<file path="config.mk">
export PLATFORM = sky130hd
export DESIGN_NAME = krte_ctrl
export DESIGN_NICKNAME = d
export VERILOG_FILES = /design/src/rtl/krte_pkg.sv /design/src/rtl/krte_ctrl.sv
export SDC_FILE = /design/constraint.sdc
export NUM_CORES = 1
export LEC_CHECK = 0
export BUFFER_PORTS_ARGS = -buffer_cell sky130_fd_sc_hd__buf_2
export CORE_MARGIN = 8
export CORE_UTILIZATION = 45
export DETAILED_ROUTE_END_ITERATION = 12
export PLACE_DENSITY = 0.75
export RECOVER_POWER = 50
export SYNTH_ARGS = -nofsm -noshare
export SYNTH_HDL_FRONTEND = slang
export SYNTH_SLANG_ARGS = --single-unit
</file>
<file path="constraint.sdc">
create_clock -name clk_i -period 6.2 [get_ports clk_i]
set_input_delay 1.86 -clock clk_i [delete_from_list [all_inputs] [get_ports clk_i]]
set_output_delay 1.86 -clock clk_i [all_outputs]
set_load 0.03 [all_outputs]
</file>
<file path="src/rtl/krte_pkg.sv">
// ----------------------------------------------------------------------------
// krte_pkg
// Shared types and constants of the keyed record table engine.
// ----------------------------------------------------------------------------
package krte_pkg;

  localparam int unsigned MAX_ENTRIES_DEF = 256;
  localparam logic [8:0]  INIT_SIZE_RST   = 9'd4;
  localparam logic [8:0]  APPEND_SIZE_RST = 9'd4;
  localparam int unsigned IN_TDATA_W      = 56;
  localparam int unsigned OUT_TDATA_W     = 72;

  // configuration register indexes
  localparam logic CFG_INITIAL_SIZE = 1'b0;
  localparam logic CFG_APPEND_SIZE  = 1'b1;

  typedef enum logic [2:0] {
    ACT_INIT   = 3'd0,
    ACT_ADD    = 3'd1,
    ACT_REMOVE = 3'd2,
    ACT_MODIFY = 3'd3,
    ACT_FIND   = 3'd4,
    ACT_SORT   = 3'd5,
    ACT_CLEAR  = 3'd6,
    ACT_NOP    = 3'd7
  } action_e;

  typedef enum logic [1:0] {
    RS_OK   = 2'd0,
    RS_FAIL = 2'd1,
    RS_ZERO = 2'd2
  } res_status_e;

  typedef enum logic [4:0] {
    OP_NONE,
    OP_LOAD,
    OP_INIT,
    OP_CLEAR,
    OP_ZERO,
    OP_FAIL,
    OP_SRCH_START,
    OP_LIN_RD,
    OP_LIN_CMP,
    OP_BIN_RD,
    OP_BIN_CMP,
    OP_ADD,
    OP_MOD,
    OP_FIND_END,
    OP_RM_RD,
    OP_RM_WR,
    OP_RM_FIN,
    OP_SORT_START,
    OP_SORT_N,
    OP_SORT_X,
    OP_SORT_RD,
    OP_SORT_PUT,
    OP_SORT_CMP,
    OP_SORT_FIN,
    OP_EMIT
  } dp_op_e;

  typedef enum logic [4:0] {
    S_IDLE,
    S_DECODE,
    S_SRCH_GO,
    S_LIN_RD,
    S_LIN_CMP,
    S_BIN_RD,
    S_BIN_CMP,
    S_SRCH_END,
    S_RM_WR,
    S_SORT_N,
    S_SORT_X,
    S_SORT_RD,
    S_SORT_CMP,
    S_EMIT
  } ctrl_state_e;

  typedef struct packed {
    dp_op_e op;
  } krte_cmd_t;

  typedef struct packed {
    action_e act;
    logic    zero_fld;
    logic    sorted;
    logic    lin_end;
    logic    bin_end;
    logic    key_eq;
    logic    at_hi;
    logic    hit;
    logic    full;
    logic    moved;
    logic    sort_end;
    logic    i_zero;
    logic    less;
    logic    out_free;
  } krte_stat_t;

endpackage

</file>
<file path="src/rtl/krte_ctrl.sv">
// ----------------------------------------------------------------------------
// krte_ctrl
// Command sequencer: walks each action through search, update, sort and
// result steps, issuing one datapath command per cycle unless stalled on output.
// ----------------------------------------------------------------------------
module krte_ctrl (
  input  logic                clk_i,
  input  logic                rst_ni,
  input  logic                in_beat_i,
  input  krte_pkg::krte_stat_t stat_i,
  output krte_pkg::krte_cmd_t  cmd_o,
  output logic                idle_o
);

  krte_pkg::ctrl_state_e state_q, state_d;

  always_ff @(posedge clk_i or negedge rst_ni) begin
    if (!rst_ni) begin
      state_q <= krte_pkg::S_IDLE;
    end else begin
      state_q <= state_d;
    end
  end

  // next state
  always_comb begin
    state_d = state_q;
    case (state_q)
      krte_pkg::S_IDLE: begin
        if (in_beat_i) state_d = krte_pkg::S_DECODE;
      end
      krte_pkg::S_DECODE: begin
        case (stat_i.act)
          krte_pkg::ACT_ADD, krte_pkg::ACT_MODIFY: begin
            state_d = stat_i.zero_fld ? krte_pkg::S_EMIT : krte_pkg::S_SRCH_GO;
          end
          krte_pkg::ACT_REMOVE, krte_pkg::ACT_FIND: state_d = krte_pkg::S_SRCH_GO;
          krte_pkg::ACT_SORT: state_d = krte_pkg::S_SORT_N;
          default: state_d = krte_pkg::S_EMIT;
        endcase
      end
      krte_pkg::S_SRCH_GO: begin
        state_d = stat_i.sorted ? krte_pkg::S_BIN_RD : krte_pkg::S_LIN_RD;
      end
      krte_pkg::S_LIN_RD: begin
        state_d = stat_i.lin_end ? krte_pkg::S_SRCH_END : krte_pkg::S_LIN_CMP;
      end
      krte_pkg::S_LIN_CMP: begin
        state_d = stat_i.key_eq ? krte_pkg::S_SRCH_END : krte_pkg::S_LIN_RD;
      end
      krte_pkg::S_BIN_RD: begin
        state_d = stat_i.bin_end ? krte_pkg::S_SRCH_END : krte_pkg::S_BIN_CMP;
      end
      krte_pkg::S_BIN_CMP: begin
        state_d = (stat_i.key_eq || stat_i.at_hi) ? krte_pkg::S_SRCH_END
                                                  : krte_pkg::S_BIN_RD;
      end
      krte_pkg::S_SRCH_END: begin
        if (stat_i.act == krte_pkg::ACT_REMOVE && stat_i.hit && stat_i.moved) begin
          state_d = krte_pkg::S_RM_WR;
        end else begin
          state_d = krte_pkg::S_EMIT;
        end
      end
      krte_pkg::S_RM_WR: state_d = krte_pkg::S_EMIT;
      krte_pkg::S_SORT_N: begin
        state_d = stat_i.sort_end ? krte_pkg::S_EMIT : krte_pkg::S_SORT_X;
      end
      krte_pkg::S_SORT_X: state_d = krte_pkg::S_SORT_RD;
      krte_pkg::S_SORT_RD: begin
        state_d = stat_i.i_zero ? krte_pkg::S_SORT_N : krte_pkg::S_SORT_CMP;
      end
      krte_pkg::S_SORT_CMP: begin
        state_d = stat_i.less ? krte_pkg::S_SORT_RD : krte_pkg::S_SORT_N;
      end
      krte_pkg::S_EMIT: begin
        if (stat_i.out_free) state_d = krte_pkg::S_IDLE;
      end
      default: state_d = krte_pkg::S_IDLE;
    endcase
  end

  // command outputs
  always_comb begin
    cmd_o.op = krte_pkg::OP_NONE;
    idle_o   = 1'b0;
    case (state_q)
      krte_pkg::S_IDLE: begin
        idle_o = 1'b1;
        if (in_beat_i) cmd_o.op = krte_pkg::OP_LOAD;
      end
      krte_pkg::S_DECODE: begin
        case (stat_i.act)
          krte_pkg::ACT_INIT:  cmd_o.op = krte_pkg::OP_INIT;
          krte_pkg::ACT_CLEAR: cmd_o.op = krte_pkg::OP_CLEAR;
          krte_pkg::ACT_SORT:  cmd_o.op = krte_pkg::OP_SORT_START;
          krte_pkg::ACT_ADD, krte_pkg::ACT_MODIFY: begin
            cmd_o.op = stat_i.zero_fld ? krte_pkg::OP_ZERO : krte_pkg::OP_NONE;
          end
          default: cmd_o.op = krte_pkg::OP_NONE;
        endcase
      end
      krte_pkg::S_SRCH_GO: cmd_o.op = krte_pkg::OP_SRCH_START;
      krte_pkg::S_LIN_RD: begin
        if (!stat_i.lin_end) cmd_o.op = krte_pkg::OP_LIN_RD;
      end
      krte_pkg::S_LIN_CMP: cmd_o.op = krte_pkg::OP_LIN_CMP;
      krte_pkg::S_BIN_RD: begin
        if (!stat_i.bin_end) cmd_o.op = krte_pkg::OP_BIN_RD;
      end
      krte_pkg::S_BIN_CMP: cmd_o.op = krte_pkg::OP_BIN_CMP;
      krte_pkg::S_SRCH_END: begin
        case (stat_i.act)
          krte_pkg::ACT_ADD: begin
            cmd_o.op = (stat_i.hit || stat_i.full) ? krte_pkg::OP_FAIL : krte_pkg::OP_ADD;
          end
          krte_pkg::ACT_REMOVE: begin
            if (!stat_i.hit)       cmd_o.op = krte_pkg::OP_FAIL;
            else if (stat_i.moved) cmd_o.op = krte_pkg::OP_RM_RD;
            else                   cmd_o.op = krte_pkg::OP_RM_FIN;
          end
          krte_pkg::ACT_MODIFY: begin
            cmd_o.op = stat_i.hit ? krte_pkg::OP_MOD : krte_pkg::OP_FAIL;
          end
          default: cmd_o.op = krte_pkg::OP_FIND_END;
        endcase
      end
      krte_pkg::S_RM_WR: cmd_o.op = krte_pkg::OP_RM_WR;
      krte_pkg::S_SORT_N: begin
        cmd_o.op = stat_i.sort_end ? krte_pkg::OP_SORT_FIN : krte_pkg::OP_SORT_N;
      end
      krte_pkg::S_SORT_X: cmd_o.op = krte_pkg::OP_SORT_X;
      krte_pkg::S_SORT_RD: begin
        cmd_o.op = stat_i.i_zero ? krte_pkg::OP_SORT_PUT : krte_pkg::OP_SORT_RD;
      end
      krte_pkg::S_SORT_CMP: cmd_o.op = krte_pkg::OP_SORT_CMP;
      krte_pkg::S_EMIT: begin
        if (stat_i.out_free) cmd_o.op = krte_pkg::OP_EMIT;
      end
      default: cmd_o.op = krte_pkg::OP_NONE;
    endcase
  end

endmodule

</file>
After elaboration in Yosys (flattened, before gate mapping)
Cells that the tools add are included.

word-level totals
  register bits after elaboration = 5
  output and inout bits = 6
  word-level logic and storage cells = 60
  bits of input ports = 19

operators by class
  equal/unequal tests = 21
  reductions and logical operators = 9
  mux-type cells = 29

operators with widths
  cell                                           count
  one-hot mux 5 bit (14 select lines)            2
  == test 5 x 4 -> 1 bit, second input constant  6
  two-way mux 5 bit                              5
  two-way mux 3 bit                              8
  == test 5 x 3 -> 1 bit, second input constant  4
  one-hot mux 5 bit (4 select lines)             1
  two-way mux 4 bit                              4
  one-hot mux 5 bit (3 select lines)             1
  one-hot mux 4 bit (3 select lines)             1
  == test 5 x 2 -> 1 bit, second input constant  2
  == test 3 bit, second input constant           3
  == test 3 x 2 -> 1 bit, second input constant  2
  two-way mux 2 bit                              3
  == test 5 x 1 -> 1 bit, second input constant  1
  zero test 5 bit                                1
  two-way mux 1 bit                              4
  != test 2 bit, second input constant           2
  OR reduction 2 bit                             2
  == test 3 x 1 -> 1 bit, second input constant  1
  zero test 3 bit                                1
  logical AND 1 bit                              2
  logical OR 1 bit                               2
  AND reduction 2 bit                            1

Depth between registers and ports, before layout
Gate-level depths: netlist of run 1.

  depth after elaboration = 5
  depth in mapped cells = 7
  depth with buffers taken out = 5

Least setup slack after synthesis of run 1
Ideal clock, no wire load.

  path type = in2out
  start = input stat_i[13] (netlist name)
  end = output cmd_o[3] (netlist name)
  cell stages on the path = 6
  path buffers = 1
  setup slack = 1.349 ns
  data required time = 4.340 ns
  arrival time = 2.991 ns
  cell sequence = buf_4 nand4b_2 o31ai_2 nor4_2 o21ai_1 a221o_1

RTL lines
  element          line             text
  start, declared  krte_ctrl.sv:10  input krte_pkg::krte_stat_t stat_i,
  end, declared    krte_ctrl.sv:11  output krte_pkg::krte_cmd_t cmd_o,

==> results of run 1 <==
[power by group through the flow]
stage / Combinational, W / Clock [W] / Sequential [W]
floorplan: 0.000342 / 0 / 0.0000475
global placement: 0.000327 / 0 / 0.000118
detailed placement: 0.000332 / 0 / 0.000117
CTS: 0.000332 / 0.0000342 / 0.000117
global route: 0.000368 / 0.0000363 / 0.000127
finish: 0.000332 / 0.0000332 / 0.000120
[layout make-up]
| cell class | count | area, µm² | share of cell area (%) |
|---|---|---|---|
| multi-input combinational | 96 | 623 | 67.9 |
| timing repair buffer | 24 | 118 | 12.8 |
| clock buffer | 3 | 22.5 | 2.46 |
| sequential | 4 | 100 | 10.9 |
| tap | 25 | 31.3 | 3.41 |
| inverter | 6 | 22.5 | 2.46 |
[worst max path at each step]
stage                    start        to  slack [ps]  depth (start not counted)
CTS                 stat_i[13]  cmd_o[3]        1160                          7
detailed placement  stat_i[13]  cmd_o[3]        1160                          7
global placement    stat_i[13]  cmd_o[3]        1180                          7
finish              stat_i[14]  cmd_o[3]        1000                          7
global route        stat_i[14]  cmd_o[3]         900                          7
floorplan           stat_i[13]  cmd_o[3]        1350                          6
[kinds of logic (layout without fill, tap and decap cells)]
kind of cell | count (synthesis) | after routing | share of synthesized area (%)
and+or+nand+nor | 47 | 47 | 31.2
xor gates and xnor gates | 2 | 2 | 2.12
buffers and inverters | 19 | 33 | 12.4
DFF | 4 | 4 | 12.1
AOI/OAI and AO/OA | 47 | 47 | 42.1
[metrics by stage]
stage               util, %  hold slack, ps  setup WS [ps]  instances  instance area, µm²
floorplan                 -             707           1350        119                 826
global placement       52.0             889           1180        155                 897
detailed placement     52.0             884           1160        155                 897
CTS                    53.3             894           1160        158                 920
global route           53.1             948            902        158                 917
finish                 53.1             886            999        158                 917
[layer usage]
layer / share of wire [%] / track usage (%) / up-vias
li1: - / - / 487
met1: 43 / 18.6 / 452
met2: 49 / 23.8 / 41
met3: 7.6 / 3.91 / 3
met4: 0.45 / 2.73 / 0
met5: 0 / 0 / -
[cells in the mapped netlist, types with 4 or more instances]
library cell  count
a21oi_1          11
nor2_1           11
nand2_1           9
buf_2             7
inv_1             5
o21ai_0           5
buf_4             4
dfrtp_1           4
nand3_1           4
nor4_1            4
==> results.tsv, run 1 <==
metric	value	unit
crit_family	compound AO/OA/AOI/OAI gates	
synth_area_leaders	dfrtp_1 12%, a21oi_1 6.7%, nor2_1 5.0%	
grt_pass1_wl	4150	µm
die_area	3460	µm²
fmax	192	MHz
avgViaCountPerCell	6.22	
place_congestion	0.918	
largest_reg_flops	4	
yosysWarnings	0	
path_cells	clkbuf_1 -> nand2b_2 -> o31ai_2 -> nor4_2 -> o21ai_1 -> a221o_1 -> buf_2	
synth_fp_nets	138	
largest_register	state_q	
start_util	47.8	%
post-route-period-util	83.9	%
cp_max_fo	9	
pin_count	25	
intPower	0.000196	W
clock-sinks	4	
power_frac_seq	24.8	%
cts_max_level	1	
min_from	state_q[1]$_DFFE_PN0P_	
clockRootBuffer	clkbuf_4	
ys.flop_type	dfrtp_1	
diodes	0	
hold_violations	0	
p_sw_share	59.6	%
die_height	58.8	µm
combPwrFrac	68.4	%
timing.final.max_slew_violations	0	
syn_area	826	µm²
cp-start-kind	input port	
synth_cells	119	
post-cts-setup-buffers	0	
tritoncts	done	
crit_slowest_cell	a221o_1	
yosysSeqAreaShare	12.1	%
totalWireLength	2440	µm
overflow	0	
ys_types	48	
drive_above_1_share	23.3	%
holdPathStages	1	
dr.pass1.iters	4	
p_sw	0.000289	W
synth_top_area_share	12.1	%
worst_slew_pin_slew	830	ps
endpoint_kind	output pin	
reg2reg_depth	5	
die_w	58.8	µm
track_usage	14.6	%
ys_ff_latch	4	
criticalPathCategory	in -> out	
post_cts_resized	0	
max_slew_margin	44.7	%
grt_pass1_vias	953	
hold_path.class	reg -> reg	
vias	983	
p_clk_share	6.8	%
wire_per_inst	15.4	µm
power.density	529	nW/µm²
period_needed	5200	ps
setup_tns	0	ps
synth_top_area_cell	dfrtp_1	
syn2layout_area_growth	11.1	%
skew	4.54	ps
hpwl	1870	µm
route.detailed.drc	0	
slowest_delay	360	ps
peakVddDrop	0.245	mV
synth-async-reset-ratio	100	%
hold_end	state_q[2]$_DFFE_PN0P_	
drt_iter0_drc	47	
cts_buffers	3	
coreArea	1730	µm²
p_leak	0.394	nW
setup_viol	0	
reg2reg_setup_slack	4130	ps
r2r_start	state_q[3]$_DFFE_PN0P_	
nFillCells	176	
reg_top3	state_q x4	
r2r-end	state_q[0]$_DFFE_PN0P_	
rsz0062_at_grt	false	
rows	15	
path_buf_inv	2	
synth_edf_count	0	
drv_cap	0	
antenna_found_initial	0	
grt_max_degree	30	
antenna_left	0	
numPortBuffers	24	
finalNetCount	154	
crit_required	4340	ps
avgSynthCellArea	6.94	µm²
cp.arrival	3340	ps
finalPower	0.000485	W
clock_path_buffers	2	
layout_common_cells	22 x buf_2, 11 x nor2_1, 11 x a21oi_1, 9 x nand2_1	
layout_commonest_cell	buf_2	
holdBufCountCts	0	
status	completed	
clk_latency	240	ps
cts.clk_slew.worst_paths	40	ps
(Power assumes the default switching activity.)
==> run 2, diff against run 1 <==
PLACE_DENSITY = 0.78   (was 0.75)
clock period = 4.7 ns   (was 6.2 ns; I/O delays follow)
==> run 2 against run 1 <==
Against the previous run: sequential share of layout area unchanged; sequential power up 32%; register-to-register slack worse by 1500 ps; final area unchanged; critical path type unchanged; critical endpoint unchanged; largest power group unchanged.
==> results.tsv, run 2 (synthesis gave the netlist of run 1 again) <==
metric	value	unit	change
path_cells	clkbuf_1 -> nand2b_2 -> o31ai_2 -> nor4_2 -> o21ai_1 -> a221o_1 -> buf_2		unchanged
route.detailed.drc	0		unchanged
pin_count	25		unchanged
final_util	53.1	%	unchanged
max_slew_margin	46.2	%	was 44.7%
avgViaCountPerCell	6.35		was 6.22
antenna_found_initial	0		unchanged
hold_violations	0		unchanged
wire_per_inst	15.5	µm	was 15.4 µm
status	completed		unchanged
holdBufCountCts	0		unchanged
crit_start	stat_i[14]		unchanged
worst_slew_pin_slew	807	ps	was 830 ps
grt_pass1_vias	905		was 953
setup_viol	0		unchanged
cp-start-kind	input port		unchanged
finalNetCount	154		unchanged
hold_end	state_q[3]$_DFFE_PN0P_		was state_q[2]$_DFFE_PN0P_
place_congestion	0.907		was 0.918
clockRootBuffer	clkbuf_4		unchanged
die_height	58.8	µm	unchanged
fmax	234	MHz	
peakVddDrop	0.462	mV	was 0.245 mV
cts_max_level	1		unchanged
tritoncts	done		unchanged
finalPower	0.000640	W	was 0.000485 W
track_usage	13.5	%	was 14.6%
rows	15		unchanged
cp.arrival	2870	ps	was 3340 ps
timing.final.ws_setup	418	ps	was 999 ps
post-cts-setup-buffers	0		unchanged
diodes	0		unchanged
drive_above_1_share	23.3	%	unchanged
setup_tns	0	ps	unchanged
crit_family	compound AO/OA/AOI/OAI gates		unchanged
hpwl	1850	µm	was 1870 µm
post_cts_resized	0		unchanged
drv_cap	0		unchanged
skew	0.784	ps	was 4.54 ps
totalWireLength	2450	µm	was 2440 µm
clk_latency	230	ps	was 240 ps
holdPathStages	1		unchanged
crit_slowest_cell	a221o_1		unchanged
endpoint_kind	output pin		unchanged
r2r_start	state_q[3]$_DFFE_PN0P_		unchanged
hold_path.class	reg -> reg		unchanged
period_needed	4280	ps	
numPortBuffers	24		unchanged
cts_buffers	3		unchanged
cp_max_fo	9		unchanged
nFillCells	179		was 176
start_util	47.8	%	unchanged
coreArea	1730	µm²	unchanged
die_area	3460	µm²	unchanged
p_leak	0.394	nW	unchanged
clock-sinks	4		unchanged
slowest_delay	360	ps	about the same
grt_max_degree	30		unchanged
dr.pass1.iters	6		was 4
layout_common_cells	22 x buf_2, 11 x nor2_1, 11 x a21oi_1, 9 x nand2_1		unchanged
reg_top3	state_q x4		unchanged
crit_required	3290	ps	was 4340 ps
reg2reg_depth	5		unchanged
cts.clk_slew.worst_paths	40	ps	about the same
timing.final.max_slew_violations	0		unchanged
dpl_worst_slack	540	ps	was 1160 ps
rsz0062_at_grt	false		unchanged
drt_iter0_drc	86		was 47
reg2reg_setup_slack	2660	ps	was 4130 ps
clock_path_buffers	2		unchanged
largest_reg_flops	4		unchanged
syn2layout_area_growth	11.1	%	unchanged
power.density	698	nW/µm²	was 529 nW/µm²
largest_register	state_q		unchanged
criticalPathCategory	in -> out		unchanged
vias	1004		was 983
grt_pass1_wl	3870	µm	was 4150 µm
antenna_left	0		unchanged
r2r-end	state_q[0]$_DFFE_PN0P_		unchanged
min_from	state_q[2]$_DFFE_PN0P_		was state_q[1]$_DFFE_PN0P_
post-route-period-util	91.1	%	
overflow	0		unchanged
die_w	58.8	µm	unchanged
layout_commonest_cell	buf_2		unchanged
path_buf_inv	2		unchanged
[run 2: stage by stage]
step | hold slack [ps] | cells | cell area [µm²]
after floorplan | 707 | 119 | 826
after global placement | 915 | 155 | 897
after detailed placement | 914 | 155 | 897
after CTS | 924 | 158 | 920
after global routing | 983 | 158 | 917
final | 941 | 158 | 917
[run 2: how the worst max path moves through the flow]
stage,to,depth (start not counted),slack [ps]
after floorplan,cmd_o[3],6,750
after global placement,cmd_o[3],7,580
after detailed placement,cmd_o[3],7,540
after CTS,cmd_o[3],7,540
after global routing,cmd_o[3],7,300
final,cmd_o[3],7,420
[run 2: worst register-to-register path: stages, from the launching register on]
cell      delay [ps]
dfrtp_1          860
nand3b_1         200
a21oi_1           70
or4_1            530
a221oi_2         190
a211oi_1          70
[run 2: power breakdown]
part	switching (W)	leakage, nW	internal [W]
combinational	0.000262	0.333	0.000178
sequential	0.000106	0.0469	0.0000521
clock	0.0000134	0.0138	0.0000285
total	0.000381	0.394	0.000259
[run 2: layout make-up]
type	count	area (µm²)	share of cell area, %
multi-input cells	96	623	67.9
inverters	6	22.5	2.46
well taps	25	31.3	3.41
flip-flops and latches	4	100	10.9
clock buffers	3	22.5	2.46
repair buffers	24	118	12.8
[run 2: layer usage]
layer | routed length [µm] | global-route usage, %
met3 | 300 | 3.26
met5 | 0 | 0
met4 | 0 | 3.07
met2 | 1170 | 22.7
met1 | 983 | 16.7
